$ cat config.mk
export PLATFORM = sky130hd
export DESIGN_NAME = shared_buffer_multi_queue_core
export DESIGN_NICKNAME = d
export VERILOG_FILES = /design/src/rtl/sbmq_pkg.sv /design/src/rtl/shared_buffer_multi_queue_core.sv /design/src/rtl/sbmq_qtab.sv /design/src/rtl/sbmq_slots.sv
export VERILOG_INCLUDE_DIRS = /design/src /design/src/rtl
export SDC_FILE = /design/constraint.sdc
export NUM_CORES = 1
export LEC_CHECK = 0
export ABC_AREA = 1
export ABC_CLOCK_PERIOD_IN_PS = 5900
export BUFFER_PORTS_ARGS = -buffer_cell sky130_fd_sc_hd__buf_2
export CAP_MARGIN = 20
export CORE_MARGIN = 2
export CORE_UTILIZATION = 36
export CTS_CLUSTER_SIZE = 20
export DETAILED_ROUTE_END_ITERATION = 16
export PLACE_DENSITY_LB_ADDON = 0.12
export SLEW_MARGIN = 20
export SYNTH_ARGS = -nofsm -noshare
export SYNTH_HDL_FRONTEND = slang
export SYNTH_SLANG_ARGS = --single-unit
$ cat constraint.sdc
create_clock -name clk_i -period 5.9 [get_ports clk_i]
set_clock_uncertainty 0.15 [all_clocks]
set_input_delay 0.59 -clock clk_i [delete_from_list [all_inputs] [get_ports clk_i]]
set_output_delay 0.59 -clock clk_i [all_outputs]
set_load 0.02 [all_outputs]
$ cat src/rtl/shared_buffer_multi_queue_core_defines.svh
// Assertion macros shared by the shared-buffer multi-queue RTL.
`ifndef SHARED_BUFFER_MULTI_QUEUE_CORE_DEFINES_SVH
`define SHARED_BUFFER_MULTI_QUEUE_CORE_DEFINES_SVH

// Same-cycle implication, sampled on clk_i, off while rst_ni is low.
`define SBMQ_ASSERT_IMP(label, ante, cons, msg) \
  label: assert property (@(posedge clk_i) disable iff (!rst_ni) (ante) |-> (cons)) \
    else $error(msg);

// Next-cycle implication, sampled on clk_i, off while rst_ni is low.
`define SBMQ_ASSERT_NXT(label, ante, cons, msg) \
  label: assert property (@(posedge clk_i) disable iff (!rst_ni) (ante) |=> (cons)) \
    else $error(msg);

`endif

$ cat src/rtl/sbmq_pkg.sv
// Types and constants of the shared-buffer multi-queue.
package sbmq_pkg;

  localparam int SLOTS_DEF  = 16;
  localparam int QUEUES_DEF = 4;
  localparam int QID_W      = 2;
  localparam int DATA_W     = 32;

  localparam logic CMD_ENQ = 1'b0;
  localparam logic CMD_DEQ = 1'b1;

  typedef enum logic [1:0] {
    ST_DONE  = 2'd0,
    ST_FULL  = 2'd1,
    ST_EMPTY = 2'd2
  } sbmq_status_e;

  typedef enum logic [1:0] {
    S_IDLE,
    S_QRD,
    S_SRD
  } sbmq_state_e;

  typedef struct packed {
    logic                     command;
    logic [QID_W-1:0]         queue_id;
    logic signed [DATA_W-1:0] write_data;
  } sbmq_in_t;

  typedef struct packed {
    logic signed [DATA_W-1:0] read_data;
    sbmq_status_e             status;
  } sbmq_out_t;

  // Queue table access controls.
  typedef struct packed {
    logic rd;
    logic wr;
    logic set_ne;
    logic clr_ne;
  } sbmq_qtab_ctl_t;

  // Slot store access controls; every data write allocates its slot.
  typedef struct packed {
    logic rd;
    logic link_wr;
    logic data_wr;
  } sbmq_slot_ctl_t;

endpackage

$ cat src/rtl/shared_buffer_multi_queue_core.sv
// Enqueue or refused command: queue table read (S_QRD); dequeue: queue table read, then slot read (S_SRD).
// Each result passes the staging register, then the result register. A new command is taken only in S_IDLE,
// after the queue table read and, for a dequeue, the dependent slot link/data read.
// One result register plus one staging register let a command be accepted while a result waits.
// Reset clears control, the free-list head and all non-empty flags; the free list of the
// slot store comes from a fill count, so no clearing pass runs and commands are taken at once.
`include "shared_buffer_multi_queue_core_defines.svh"
module shared_buffer_multi_queue_core
  import sbmq_pkg::*;
#(
  parameter int SLOTS  = SLOTS_DEF,
  parameter int QUEUES = QUEUES_DEF
) (
  input  logic      clk_i,
  input  logic      rst_ni,
  input  logic      in_valid_i,
  output logic      in_ready_o,
  input  sbmq_in_t  in_i,
  output logic      out_valid_o,
  input  logic      out_ready_i,
  output sbmq_out_t out_o
);

  localparam int IW = $clog2(SLOTS);
  localparam int PW = $clog2(SLOTS + 1);
  localparam int QW = (QUEUES > 1) ? $clog2(QUEUES) : 1;
  localparam logic [PW-1:0] NIL = PW'(SLOTS);

  sbmq_state_e state_q, state_d;

  logic                     cmd_q;
  logic [QW-1:0]            qidx_q;
  logic                     qok_q;
  logic signed [DATA_W-1:0] wdata_q;
  logic [PW-1:0]            free_head_q, free_head_d;

  sbmq_out_t stg_q, stg_d, out_q;
  logic      stg_vld_q, stg_vld_d;
  logic      out_valid_q, out_valid_d;
  logic      out_free;
  logic      in_hs;
  logic      done;
  logic      free_ok;

  sbmq_qtab_ctl_t qt_ctl;
  logic [QW-1:0]  qt_addr;
  logic [IW-1:0]  qt_head_wr, qt_tail_wr, qt_head_rd, qt_tail_rd;
  logic           q_ne;

  sbmq_slot_ctl_t           sl_ctl;
  logic [IW-1:0]            sl_rd_addr, sl_link_wr_addr, sl_data_wr_addr;
  logic [PW-1:0]            sl_link_wr_data, sl_link_rd;
  logic signed [DATA_W-1:0] sl_data_rd;

  assign out_free   = !out_valid_q || out_ready_i;
  assign in_ready_o = (state_q == S_IDLE) && (!stg_vld_q || out_free);
  assign in_hs      = in_valid_i && in_ready_o;
  assign free_ok    = free_head_q < NIL;

  sbmq_qtab #(
    .QUEUES (QUEUES),
    .IW     (IW),
    .QW     (QW)
  ) u_qtab (
    .clk_i  (clk_i),
    .rst_ni (rst_ni),
    .ctl_i  (qt_ctl),
    .addr_i (qt_addr),
    .head_i (qt_head_wr),
    .tail_i (qt_tail_wr),
    .head_o (qt_head_rd),
    .tail_o (qt_tail_rd),
    .ne_o   (q_ne)
  );

  sbmq_slots #(
    .SLOTS (SLOTS),
    .IW    (IW),
    .PW    (PW)
  ) u_slots (
    .clk_i          (clk_i),
    .rst_ni         (rst_ni),
    .ctl_i          (sl_ctl),
    .rd_addr_i      (sl_rd_addr),
    .link_wr_addr_i (sl_link_wr_addr),
    .link_wr_data_i (sl_link_wr_data),
    .data_wr_addr_i (sl_data_wr_addr),
    .data_wr_data_i (wdata_q),
    .link_rd_o      (sl_link_rd),
    .data_rd_o      (sl_data_rd)
  );

  // Next state.
  always_comb begin
    state_d = state_q;
    case (state_q)
      S_IDLE: begin
        if (in_hs) state_d = S_QRD;
      end
      S_QRD: begin
        if ((cmd_q == CMD_DEQ) && qok_q && q_ne) begin
          state_d = S_SRD;
        end else begin
          state_d = S_IDLE;
        end
      end
      S_SRD: state_d = S_IDLE;
      default: state_d = S_IDLE;
    endcase
  end

  // Memory controls, free-list update and result.
  always_comb begin
    qt_ctl          = '0;
    qt_addr         = qidx_q;
    qt_head_wr      = qt_head_rd;
    qt_tail_wr      = qt_tail_rd;
    sl_ctl          = '0;
    sl_rd_addr      = free_head_q[IW-1:0];
    sl_link_wr_addr = qt_tail_rd;
    sl_link_wr_data = free_head_q;
    sl_data_wr_addr = free_head_q[IW-1:0];
    free_head_d     = free_head_q;
    done            = 1'b0;
    stg_d.read_data = '0;
    stg_d.status    = ST_DONE;
    case (state_q)
      S_IDLE: begin
        qt_addr   = QW'(in_i.queue_id);
        qt_ctl.rd = in_hs;
        // Prefetch the link of the free head for a possible enqueue.
        sl_ctl.rd = in_hs && free_ok;
      end
      S_QRD: begin
        if (cmd_q == CMD_ENQ) begin
          done = 1'b1;
          if (!qok_q || !free_ok) begin
            stg_d.status = ST_FULL;
          end else begin
            sl_ctl.data_wr  = 1'b1;
            sl_ctl.link_wr  = q_ne;
            sl_link_wr_addr = qt_tail_rd;
            sl_link_wr_data = free_head_q;
            qt_ctl.wr       = 1'b1;
            qt_ctl.set_ne   = 1'b1;
            qt_head_wr      = q_ne ? qt_head_rd : free_head_q[IW-1:0];
            qt_tail_wr      = free_head_q[IW-1:0];
            free_head_d     = (sl_link_rd < NIL) ? sl_link_rd : NIL;
          end
        end else if (!qok_q || !q_ne) begin
          done         = 1'b1;
          stg_d.status = ST_EMPTY;
        end else begin
          sl_ctl.rd  = 1'b1;
          sl_rd_addr = qt_head_rd;
        end
      end
      S_SRD: begin
        // Unlink the head; drop the queue to empty when head and tail meet.
        done            = 1'b1;
        qt_ctl.wr       = 1'b1;
        qt_ctl.clr_ne   = (qt_head_rd == qt_tail_rd);
        qt_head_wr      = sl_link_rd[IW-1:0];
        qt_tail_wr      = qt_tail_rd;
        sl_ctl.link_wr  = 1'b1;
        sl_link_wr_addr = qt_head_rd;
        sl_link_wr_data = free_head_q;
        free_head_d     = PW'(qt_head_rd);
        stg_d.read_data = sl_data_rd;
        stg_d.status    = ST_DONE;
      end
      default: begin
        done = 1'b0;
      end
    endcase
  end

  always_comb begin
    stg_vld_d = stg_vld_q;
    if (done) begin
      stg_vld_d = 1'b1;
    end else if (out_free) begin
      stg_vld_d = 1'b0;
    end
    out_valid_d = out_free ? stg_vld_q : out_valid_q;
  end

  always_ff @(posedge clk_i or negedge rst_ni) begin
    if (!rst_ni) begin
      state_q     <= S_IDLE;
      free_head_q <= '0;
      stg_vld_q   <= 1'b0;
      out_valid_q <= 1'b0;
    end else begin
      state_q     <= state_d;
      free_head_q <= free_head_d;
      stg_vld_q   <= stg_vld_d;
      out_valid_q <= out_valid_d;
    end
  end

  always_ff @(posedge clk_i) begin
    if (in_hs) begin
      cmd_q   <= in_i.command;
      qidx_q  <= QW'(in_i.queue_id);
      qok_q   <= (int'(in_i.queue_id) < QUEUES);
      wdata_q <= in_i.write_data;
    end
    if (done) begin
      stg_q <= stg_d;
    end
    if (out_free && stg_vld_q) begin
      out_q <= stg_q;
    end
  end

  assign out_valid_o = out_valid_q;
  assign out_o       = out_q;

  `SBMQ_ASSERT_IMP(a_stage_free_at_done, done, !stg_vld_q, "result staged while stage is full")
  `SBMQ_ASSERT_NXT(a_done_fills_stage, done, stg_vld_q, "finished transaction not staged")
  `SBMQ_ASSERT_IMP(a_srd_after_qrd, state_q == S_SRD, $past(state_q) == S_QRD, "slot read without queue read")
  `SBMQ_ASSERT_IMP(a_free_head_range, 1'b1, free_head_q <= NIL, "free head out of range")

endmodule

$ cat src/rtl/sbmq_qtab.sv
// Queue table: head/tail memory per queue plus non-empty flags.
module sbmq_qtab
  import sbmq_pkg::*;
#(
  parameter int QUEUES = QUEUES_DEF,
  parameter int IW     = 4,
  parameter int QW     = 2
) (
  input  logic           clk_i,
  input  logic           rst_ni,
  input  sbmq_qtab_ctl_t ctl_i,
  input  logic [QW-1:0]  addr_i,
  input  logic [IW-1:0]  head_i,
  input  logic [IW-1:0]  tail_i,
  output logic [IW-1:0]  head_o,
  output logic [IW-1:0]  tail_o,
  output logic           ne_o
);

  logic [2*IW-1:0] mem_q [QUEUES];
  logic [2*IW-1:0] rdata_q;
  logic [QUEUES-1:0] ne_q;

  always_ff @(posedge clk_i) begin
    if (ctl_i.wr) begin
      mem_q[addr_i] <= {head_i, tail_i};
    end
    if (ctl_i.rd) begin
      rdata_q <= mem_q[addr_i];
    end
  end

  always_ff @(posedge clk_i or negedge rst_ni) begin
    if (!rst_ni) begin
      ne_q <= '0;
    end else if (ctl_i.set_ne) begin
      ne_q[addr_i] <= 1'b1;
    end else if (ctl_i.clr_ne) begin
      ne_q[addr_i] <= 1'b0;
    end
  end

  assign head_o = rdata_q[2*IW-1:IW];
  assign tail_o = rdata_q[IW-1:0];
  assign ne_o   = ne_q[addr_i];

endmodule

$ cat src/rtl/sbmq_slots.sv
// Slot store: link and data memories with a fill count for the initial free list.
`include "shared_buffer_multi_queue_core_defines.svh"
module sbmq_slots
  import sbmq_pkg::*;
#(
  parameter int SLOTS = SLOTS_DEF,
  parameter int IW    = 4,
  parameter int PW    = 5
) (
  input  logic                     clk_i,
  input  logic                     rst_ni,
  input  sbmq_slot_ctl_t           ctl_i,
  input  logic [IW-1:0]            rd_addr_i,
  input  logic [IW-1:0]            link_wr_addr_i,
  input  logic [PW-1:0]            link_wr_data_i,
  input  logic [IW-1:0]            data_wr_addr_i,
  input  logic signed [DATA_W-1:0] data_wr_data_i,
  output logic [PW-1:0]            link_rd_o,
  output logic signed [DATA_W-1:0] data_rd_o
);

  logic [PW-1:0]            link_mem_q [SLOTS];
  logic signed [DATA_W-1:0] data_mem_q [SLOTS];
  logic [PW-1:0]            link_rd_q;
  logic signed [DATA_W-1:0] data_rd_q;
  logic [IW-1:0]            rd_addr_q;
  logic                     rd_fresh_q;
  logic [PW-1:0]            fill_q;

  always_ff @(posedge clk_i) begin
    if (ctl_i.link_wr) begin
      link_mem_q[link_wr_addr_i] <= link_wr_data_i;
    end
    if (ctl_i.data_wr) begin
      data_mem_q[data_wr_addr_i] <= data_wr_data_i;
    end
    if (ctl_i.rd) begin
      link_rd_q  <= link_mem_q[rd_addr_i];
      data_rd_q  <= data_mem_q[rd_addr_i];
      rd_addr_q  <= rd_addr_i;
      rd_fresh_q <= (PW'(rd_addr_i) >= fill_q);
    end
  end

  // Slots at or above the fill count were never allocated: each links to its successor.
  always_ff @(posedge clk_i or negedge rst_ni) begin
    if (!rst_ni) begin
      fill_q <= '0;
    end else if (ctl_i.data_wr && (PW'(data_wr_addr_i) == fill_q)) begin
      fill_q <= fill_q + PW'(1);
    end
  end

  assign link_rd_o = rd_fresh_q ? (PW'(rd_addr_q) + PW'(1)) : link_rd_q;
  assign data_rd_o = data_rd_q;

  `SBMQ_ASSERT_IMP(a_alloc_in_order, ctl_i.data_wr, PW'(data_wr_addr_i) <= fill_q, "slot allocated past fill count")
  `SBMQ_ASSERT_IMP(a_fill_range, 1'b1, fill_q <= PW'(SLOTS), "fill count beyond slot count")

endmodule

# Yosys cells after proc, flatten, opt, wreduce, memory -nomap -nowiden
# Memories as Yosys holds them, arrays and structs flattened. A register that Yosys moved wholly into a read port is not among the register bits.
# Index checks and enable logic that the tools add are counted.
dict set report totals {
  regBits 126
  mem_bits_rw 624
  in_bits 39
  output_inout_bits 36
  wordCells 104
  mem_count 3
}
# name words word_bits rd rd_clocked_by_memory_dff wr line
set mem_list {}
lappend mem_list {u_slots.data_mem_q 16 32 1 1 1 sbmq_slots.sv:23} ;# logic signed [DATA_W-1:0] data_mem_q [SLOTS];
lappend mem_list {u_slots.link_mem_q 16 5 1 1 1 sbmq_slots.sv:22} ;# logic [PW-1:0] link_mem_q [SLOTS];
lappend mem_list {u_qtab.mem_q 4 8 1 1 1 sbmq_qtab.sv:20} ;# logic [2*IW-1:0] mem_q [QUEUES];
dict set report classes {
  n_addsub 2
  n_lt_le_gt_ge 5
  n_eq_ne 7
  n_mux 52
  bitwise 3
  n_reduce_logical 17
}
# operator n
set ops {}
lappend ops {{2-to-1 mux 4 bit} 11}
lappend ops {{2-to-1 mux 5 bit} 4}
lappend ops {{2-to-1 mux 1 bit} 19}
lappend ops {{2-to-1 mux 2 bit} 9}
lappend ops {{< comparator 5 bit (second input constant)} 2}
lappend ops {{one-hot mux 5 bit (2 select lines)} 1}
lappend ops {{one-hot mux 1 bit (2 select lines)} 4}
lappend ops {{one-hot mux 4 bit (2 select lines)} 1}
lappend ops {{logical AND 1 bit} 7}
lappend ops {{inequality test 2 bit (second input constant)} 3}
lappend ops {{nonzero test 2 bit} 3}
lappend ops {{adder 4 x 1 -> 5 bit (second input constant)} 1}
lappend ops {{adder 5 x 1 -> 5 bit (second input constant)} 1}
lappend ops {{equality test 4 x 5 -> 1 bit} 1}
lappend ops {{>= comparator 4 x 5 -> 1 bit} 1}
lappend ops {{AND 4 bit} 1}
lappend ops {{equality test 4 bit} 1}
lappend ops {{NOT 4 bit} 1}
lappend ops {{OR 4 bit} 1}
lappend ops {{one-hot mux 2 bit (2 select lines)} 1}
lappend ops {{logical NOT 1 bit} 3}
lappend ops {{< comparator 2 x 3 -> 1 bit (second input constant)} 1}
lappend ops {{AND reduction 3 bit} 1}
lappend ops {{binary-select mux 1 bit (select 2 bit)} 1}
lappend ops {{6 further kinds} 7}

# Longest topological paths before layout
# Gate-level depths: netlist of the first run.
dict set report logic_depth {
  ltp_word 10
  depth_mapped 20
  ltp_nobuf 18
}

# Modules after synthesis
# From an unflattened synthesis of the first run, not the netlist that was laid out.
dict set report hier_totals {
  hier_cells 2800
  area_unflattened_um2 32386.1
}
# module instances cells_each area_per_inst_um2 seq_area_each_um2
set modules_own_cells {}
lappend modules_own_cells {sbmq_slots 1 2310 26250.2 19163.4}
lappend modules_own_cells {shared_buffer_multi_queue_core 1 333 4314.1 3318.2}
lappend modules_own_cells {sbmq_qtab 1 157 1821.7 1301.2}

# Worst setup path before layout of the first run
# OpenSTA, ideal clock, no wires.
dict set report synth_path {
  path_kind {reg2reg}
  start {reg state_q[0]}
  end {reg u_slots.data_rd_q[0] (netlist: u_slots.data_rd_o[0]) (read register of u_slots.data_mem_q), enable pin}
  setup_time_ps 500
  t_arrival_ps 4112
  required_time_ps 5250
  slack_ps 1139
  path_stages_with_launch 7
  n_path_buf 0
  period_less_slack_ps 4761
  path_cell_list {dfrtp_1 inv_1 ha_1 o21ai_0 inv_1 nand2_1 o21ai_0}
}
# item line
set synth_rtl {}
lappend synth_rtl {{start: declaration} shared_buffer_multi_queue_core.sv:29} ;# sbmq_state_e state_q, state_d;
lappend synth_rtl {{start signal: assignment} shared_buffer_multi_queue_core.sv:195} ;# state_q <= state_d;
lappend synth_rtl {{end: declaration} sbmq_slots.sv:25} ;# logic signed [DATA_W-1:0] data_rd_q;

# Worst setup path after layout of the first run
dict set report layout_path {
  start {reg state_q[0]}
  end {reg u_slots.data_rd_q[26] (netlist: u_slots.data_rd_o[26]) (read register of u_slots.data_mem_q) (data pin)}
}
dict set report layout_between {
  elab_chain_len 7
  word_cells_on_any_way 14
  classes_between {1 x eq/ne; 9 x mux; 4 x reduce/logical}
}
# item line
set layout_lines {}
lappend layout_lines {{logical NOT 2 bit} {shared_buffer_multi_queue_core.sv:56, shared_buffer_multi_queue_core.sv:127}}
lappend layout_lines {{2-to-1 mux 2 bit} shared_buffer_multi_queue_core.sv:127} ;# case (state_q)
lappend layout_lines {{binary-select mux 1 bit (select 2 bit)} sbmq_qtab.sv:45} ;# assign ne_o = ne_q[addr_i];
lappend layout_lines {{2-to-1 mux 1 bit (implied by the code)} sbmq_qtab.sv:45}
lappend layout_lines {{2-to-1 mux 1 bit or 2-to-1 mux 4 bit (tied branches)} shared_buffer_multi_queue_core.sv:150} ;# end else if (!qok_q || !q_ne) begin
lappend layout_lines {{2-to-1 mux 1 bit or 2-to-1 mux 4 bit (tied branches)} shared_buffer_multi_queue_core.sv:135} ;# if (cmd_q == CMD_ENQ) begin
lappend layout_lines {{one-hot mux 1 bit (2 select lines) or 2-to-1 mux 4 bit (tied branches)} shared_buffer_multi_queue_core.sv:127}
# Several ways; a longest one is shown, not always the timed one. The select of a mux whose other input is x is not followed.
# A chain may end at the register's enable or synchronous reset.

==> out/metrics.csv, run 1 <==
metric,value,unit
status,completed,
maxCapViolations,0,
final-hold-violation-count,0,
post_drt_wl_per_cell,21.0,um
grt_max_degree,162,
r2r_cells,17,
arrival,4.97,ns
clock_latency,0.65,ns
startpoint_type,register,
layout_common_cells,"edfxtp_1, nand3_1, inv_1",
tns,0,ns
setup_viol,0,
worstSetupPathType,register to register,
wl_met2,42.4,mm
path_clk_slew,0.06,ns
initial_utilization,36.2,%
ys_async_sr_fraction,2.26,%
grt_pass1_wl,136,mm
holdWs,0.0221,ns
n_antenna_cell,0,
place.gp.congestion,0.803,
cts_buffer_depth,3,
grt_pass1_vias,21236,
path_max_fanout,83,
post-route-min-period,4.62,ns
synth_largest_area_cell,edfxtp_1,
fmax,217,MHz
ir_worst_vdd,0.346,mV
drc_errors,0,
ys_ff_latch,795,
synth_edf_count,777,
endpoint_kind,register,
ys.flop_type,edfxtp_1,
dieArea,0.0960,mm^2
tightest_slew,1.06,ns
hold_path.class,input pin to register,
place_hpwl,48.3,mm
crit_required,6.26,ns
io_buffer_count,74,
io_pins,75,
yosysSeqAreaShare,70.6,%
final_nets,3056,
post-route-util,41.6,%
postCtsSetupBuffers,0,
slew_headroom,29.5,%
slew_viol_final,0,
drt_iter0_drc,1763,
antenna_left,0,
finalCritPeriodShare,78.2,%
die_width,310,um
rsz0062_at_grt,no,
synth_nets,2964,
numCtsBuffers,89,
syn_to_final_growth,15.0,%
routed_via_density,4.95,
core,0.0930,mm^2
post_cts_resized,0,
rows,112,
met1_length,42.4,mm
yosysUniqueCellTypes,34,
min_path_cells,1,
cts_max_level,3,
drive_gt1_share,9.42,%
netlist.area_leader.share,69.3,%
place_ws,1.26,ns
syn-instance-count,2916,
post_synth.cell_area_avg,11.5,um^2
power.leakage,15.4,nW
top_layer,met4,
dpl.cell_count,4138,
synth_warnings,0,
synth.area.top_cells,"edfxtp_1, nand3_1, inv_1",
syn_area,0.0337,mm^2
grt_use_total,19.0,%
overflow,0,
layout_commonest_cell,edfxtp_1,
die_h,310,um
instances_no_fill,4332,
wl_met3,4.05,mm
antenna_found_initial,0,
routed_wl,90.8,mm
powerDensity,504,mW/mm^2
cts_tree,done,
setup_slack,1.28,ns
cts_root_buf,clkbuf_16,
cts_sinks,795,
num_vias,21465,
nFillCells,8831,
drt_pass1_iterations,5,
-- where the power goes --
| group | total [W] | internal [W] | switching [W] | leakage [nW] |
|---|---|---|---|---|
| logic | 0.00615 | 0.00164 | 0.00451 | 6.68 |
| registers | 0.00778 | 0.00737 | 0.000413 | 7.29 |
| clock network | 0.00560 | 0.00335 | 0.00225 | 1.42 |
| total | 0.0195 | 0.0124 | 0.00717 | 15.4 |
-- final cells by class --
class	instances	area (um^2)	area share, %
Sequential cell	795	23800	61.4
Multi-Input combinational cell	1430	7310	18.9
Clock buffer	112	2360	6.08
Inverter	534	2010	5.18
Tap cell	1254	1570	4.05
Timing Repair Buffer	158	1140	2.95
Clock inverter	49	571	1.47
-- metrics by stage --
step / area (um^2) / power [W]
floorplan: 33700 / 0.0120
global placement: 35400 / 0.0141
detailed placement: 35500 / 0.0141
CTS: 38700 / 0.0198
global route: 38700 / 0.0207
finish: 38700 / 0.0195
-- worst paths after layout --
check                           startpoint               endpoint  slack, ns
worst max-delay path            state_q[0]  u_slots.data_rd_o[26]       1.28
worst min-delay path              in_i[17]            wdata_q[17]       0.02
worst max register to register  state_q[0]  u_slots.data_rd_o[26]       1.28
worst min register to register   stg_q[19]              out_o[19]       0.27
max in group asynchronous           rst_ni            out_valid_o       4.98
min in group asynchronous           rst_ni              async pin       0.30
-- flip-flops by register name, indices dropped and copies added, names as in the netlist, 8 cells and up, named ones only --
name                cells
u_qtab.rdata_q          8
out_o                  34
stg_q                  34
u_slots.link_mem_q     80
u_slots.data_mem_q    512
u_slots.data_rd_o      32
u_qtab.mem_q           32
wdata_q                32
-- critical path, stage by stage (launching register included) --
cell	delay (ns)
dfrtp_1	0.39
inv_1	0.11
ha_1	0.31
nand2_1	0.13
nand2_1	0.14
nand2_1	0.06
nand2_1	0.06
nand2_1	0.06
nand2_2	0.25
nand2_2	0.24
nand2_1	0.21
nand2_8	0.40
inv_4	0.95
buf_4	0.50
nand3_1	0.12
nand3_1	0.10
nand3_1	0.11
nand2_1	0.11
-- logic make-up after synthesis --
family | after synthesis | synth area share [%]
AOI/OAI and AO/OA | 80 | 1.37
xor gates and xnor gates | 7 | 0.182
adders and majority gates | 9 | 0.334
buffers and inverters | 691 | 8.30
DFF | 795 | 70.6
and+or+nand+nor | 1334 | 19.2
-- repair_timing --
item | CTS | global route
setup endpoints to repair | 0 | 0
hold buffers | 33 | 0
hold endpoints to repair | 50 | 0
-- metal layers --
metal  vias up  track usage [%]
met2       542             30.9
met3       132             2.51
met5         -                0
met4         0             5.67
li1      10089                -
met1     10702             26.7
-- cells in the mapped netlist, types with 14 or more instances --
cell / instances
a22oi_1: 14
nand2_1: 430
edfxtp_1: 777
inv_1: 528
clkbuf_1: 25
nand3_1: 684
buf_2: 111
nor2_1: 63
o21ai_0: 34
dfrtp_1: 18
nand3b_1: 148
a21oi_1: 18
(Power assumes the default switching activity.)
==> run 2: changes to the inputs <==
ABC_AREA = 0   (was 1)
ABC_CLOCK_PERIOD_IN_PS = 3700   (was 5900)
clock period = 3.7 ns   (was 5.9 ns; I/O delays follow)
==> run 2 against run 1 <==
Against the previous run: sequential power increased by 53%; wire length shrank 17%; via count decreased by 27%; synthesized area down 9.8%; combinational power rose by 23%; die area shrank 9.7%; worst setup slack got worse by 1.1 ns; sequential cell count stayed put; global-route usage shrank 1.5 points; clock power rose by 41%; synthesized cell count decreased by 43%; final cell count shrank 30%.
==> out/metrics.csv, run 2 <==
metric,value,unit,change
status,completed,,
io_buffer_count,74,,unchanged
hold_path.class,input pin to async pin,,
ys.flop_type,edfxtp_1,,
drt_pass1_iterations,5,,unchanged
regMostFlops,u_slots.data_mem_q,,
yosysMostFrequentCell,edfxtp_1,,
cts_tree,done,,
power,0.0274,W,+40%
numCtsBuffers,85,,-4.5%
post_drt_wl_per_cell,24.9,um,+19%
synth_edf_count,777,,unchanged
syn_to_final_growth,19.1,%,
n_antenna_cell,0,,unchanged
setup_slack,0.204,ns,-1.08 ns
drive_gt1_share,17.1,%,+7.6 points
multi_input_area,0.00622,mm^2,-15%
synth_largest_area_cell,edfxtp_1,,
dieArea,0.0867,mm^2,-9.7%
tns,0,ns,unchanged
rsz0062_at_grt,no,,
fmax,286,MHz,+32%
path_max_fanout,12,,-86%
cpMostUsedCell,mux2i_2,,
synth_warnings,0,,unchanged
routed_wl,75.5,mm,-17%
post_synth.cell_area_avg,18.3,um^2,+58%
worstSetupPathType,register to register,,
routed_via_density,5.19,,+4.7%
grt_pass1_vias,15726,,-26%
yosysUniqueCellTypes,51,,+50%
clock_latency,0.63,ns,-0.02 ns
cts_sinks,795,,unchanged
drt_iter0_drc,1185,,-33%
path_clk_slew,0.06,ns,about the same
tightest_slew,0.662,ns,-0.393 ns
muxShareOfSynthArea,10.1,%,+10 points
reg.largest.list,"u_slots.data_mem_q: 512 flops, u_slots.link_mem_q: 80 flops",,
netlist.area_leader.share,76.8,%,+7.6 points
startpoint_type,register,,
ys_async_sr_fraction,2.26,%,unchanged
cts_max_level,3,,unchanged
ys_ff_latch,795,,unchanged
power.leakage,13.2,nW,-15%
syn_area,0.0304,mm^2,-9.8%
final-hold-violation-count,0,,unchanged
antenna_found_initial,2,,+2
grt_pass1_wl,109,mm,-20%
synth_nets,1711,,-42%
arrival,3.72,ns,-1.25 ns
initial_utilization,36.3,%,+0.15 points
synth_compound_gate_area_share,5.03,%,+3.7 points
io_pins,75,,unchanged
slowest_stage,or4_1,,
post-route-min-period,3.50,ns,-1.12 ns
powerDensity,757,mW/mm^2,+50%
yosysSeqAreaShare,78.3,%,+7.7 points
synthAdderAreaFrac,0.371,%,+0.036 points
slew_headroom,55.5,%,+26 points
ir_worst_vdd,0.422,mV,+22%
synth.area.top_cells,"edfxtp_1, mux2i_1, o22ai_1",,
final_nets,1936,,-37%
largest_reg_flops,512,,unchanged
nFillCells,7390,,-16%
rows,106,,-5.4%
die_h,294,um,-5.0%
die_width,294,um,-5.0%
seqCellArea,0.0238,mm^2,unchanged
synth_top_family_by_area,multiplexers,,
place_ws,-0.0565,ns,-1.32 ns
syn-instance-count,1663,,-43%
finalCritPeriodShare,94.5,%,+16 points
synthXorXnorAreaFrac,0.375,%,+0.19 points
place_hpwl,40.8,mm,-15%
slew_viol_final,0,,unchanged
synth-simple-area-share,3.99,%,-15 points
cts_buffer_depth,3,,unchanged
num_vias,15735,,-27%
place.gp.congestion,0.750,,-6.5%
layout_common_cells,"edfxtp_1, mux2i_1, o22ai_1",,
grt_use_total,17.5,%,-1.5 points
layout_commonest_cell,edfxtp_1,,
cts_root_buf,clkbuf_16,,
core,0.0836,mm^2,-10%
grt_max_degree,41,,-75%
crit_path_cell_trace,inv_2 > ha_4 > mux2i_4 > mux2i_2 > mux2i_2 > nand3_2 > nand2_1 > nand2_4 > clkinv_8 > buf_12 > buf_12 > mux2i_2 > o22ai_1 > or4_1,,
setup_viol,0,,unchanged
crit_required,3.92,ns,-2.34 ns
antenna_left,0,,unchanged
overflow,0,,unchanged
synth_common_cells,"edfxtp_1, mux2i_1, o22ai_1",,
drc_errors,0,,unchanged
maxCapViolations,0,,unchanged
cp_slowest_stage_delay,0.52,ns,-0.43 ns
endpoint_kind,register,,
## run 2: area by class of cell
| type | count | area share [%] |
|---|---|---|
| Clock buffer | 110 | 6.20 |
| Clock inverter | 41 | 0.903 |
| Inverter | 12 | 0.159 |
| Multi-Input combinational cell | 775 | 17.2 |
| Sequential cell | 795 | 65.8 |
| Tap cell | 1080 | 3.74 |
| Timing Repair Buffer | 218 | 6.00 |
| Timing Repair inverter | 1 | 0.0242 |
## run 2: cell families (layout without fill, tap and decap cells)
| logic type | after synthesis | in the layout |
|---|---|---|
| AO/OA/AOI/OAI | 220 | 220 |
| buffers and inverters | 93 | 382 |
| multiplexers | 305 | 305 |
| adder cells (fa/ha/maj) | 9 | 9 |
| XOR/XNOR | 13 | 13 |
| flip-flops | 795 | 795 |
| AND/OR/NAND/NOR | 228 | 228 |
## run 2: per-layer routing
layer | track usage [%] | wire (um) | vias to the layer above | share of wire (%)
met3 | 2.80 | 3140 | 95 | 4.2
met4 | 3.87 | 1220 | 0 | 1.6
met5 | 0 | 0 | - | 0
met1 | 25.4 | 35800 | 8198 | 47
met2 | 27.7 | 35300 | 349 | 47
li1 | - | - | 7093 | -
## run 2: worst paths after layout
kind | startpoint | to | slack [ns] | cells after the start
setup reg to reg | state_q[1] | u_slots.data_rd_o[22] | 0.20 | 14
max in group asynchronous | rst_ni | free_head_q[1] | 2.94 | 2
min in group clk_i | stg_q[21] | out_o[21] | 0.26 | 0
hold reg to reg | stg_q[21] | out_o[21] | 0.26 | 0
hold / removal | rst_ni | u_slots.fill_q[2] | 0.10 | 2
setup / recovery | state_q[1] | u_slots.data_rd_o[22] | 0.20 | 14
## run 2: metrics by stage
step / cells / instance area, um^2 / hold slack, ns / utilization [%]
2_1_floorplan: 1663 / 30400 / -0.0756 / -
3_3_place_gp: 2836 / 33100 / 0.212 / 39.6
3_5_place_dp: 2836 / 33100 / 0.234 / 39.6
4_1_cts: 3025 / 36000 / 0.0879 / 43.1
5_1_grt: 3032 / 36200 / 0.122 / 43.3
6_report: 3032 / 36200 / 0.101 / 43.3
## run 2: report_power, final
group	switching (W)	total, W	internal (W)
clock	0.00341	0.00790	0.00449
sequential	0.000618	0.0119	0.0113
combinational	0.00439	0.00754	0.00315
total	0.00842	0.0274	0.0190
## run 2: worst max-delay path: cells and delay by family, from the launching register on
kind | cells | cell delay (ns)
mux | 4 | 0.94
simple gates | 4 | 0.87
buf+inv | 4 | 0.59
flops | 1 | 0.39
fa+ha+maj | 1 | 0.20
compound gates | 1 | 0.10
## run 2: repair_timing
action	CTS	global route
pin swaps	0	2
hold buffers	38	0
gates cloned	0	1
endpoints found under the setup margin	19	38
hold endpoints to repair	56	0
resized for setup	2	9
setup buffers	0	5
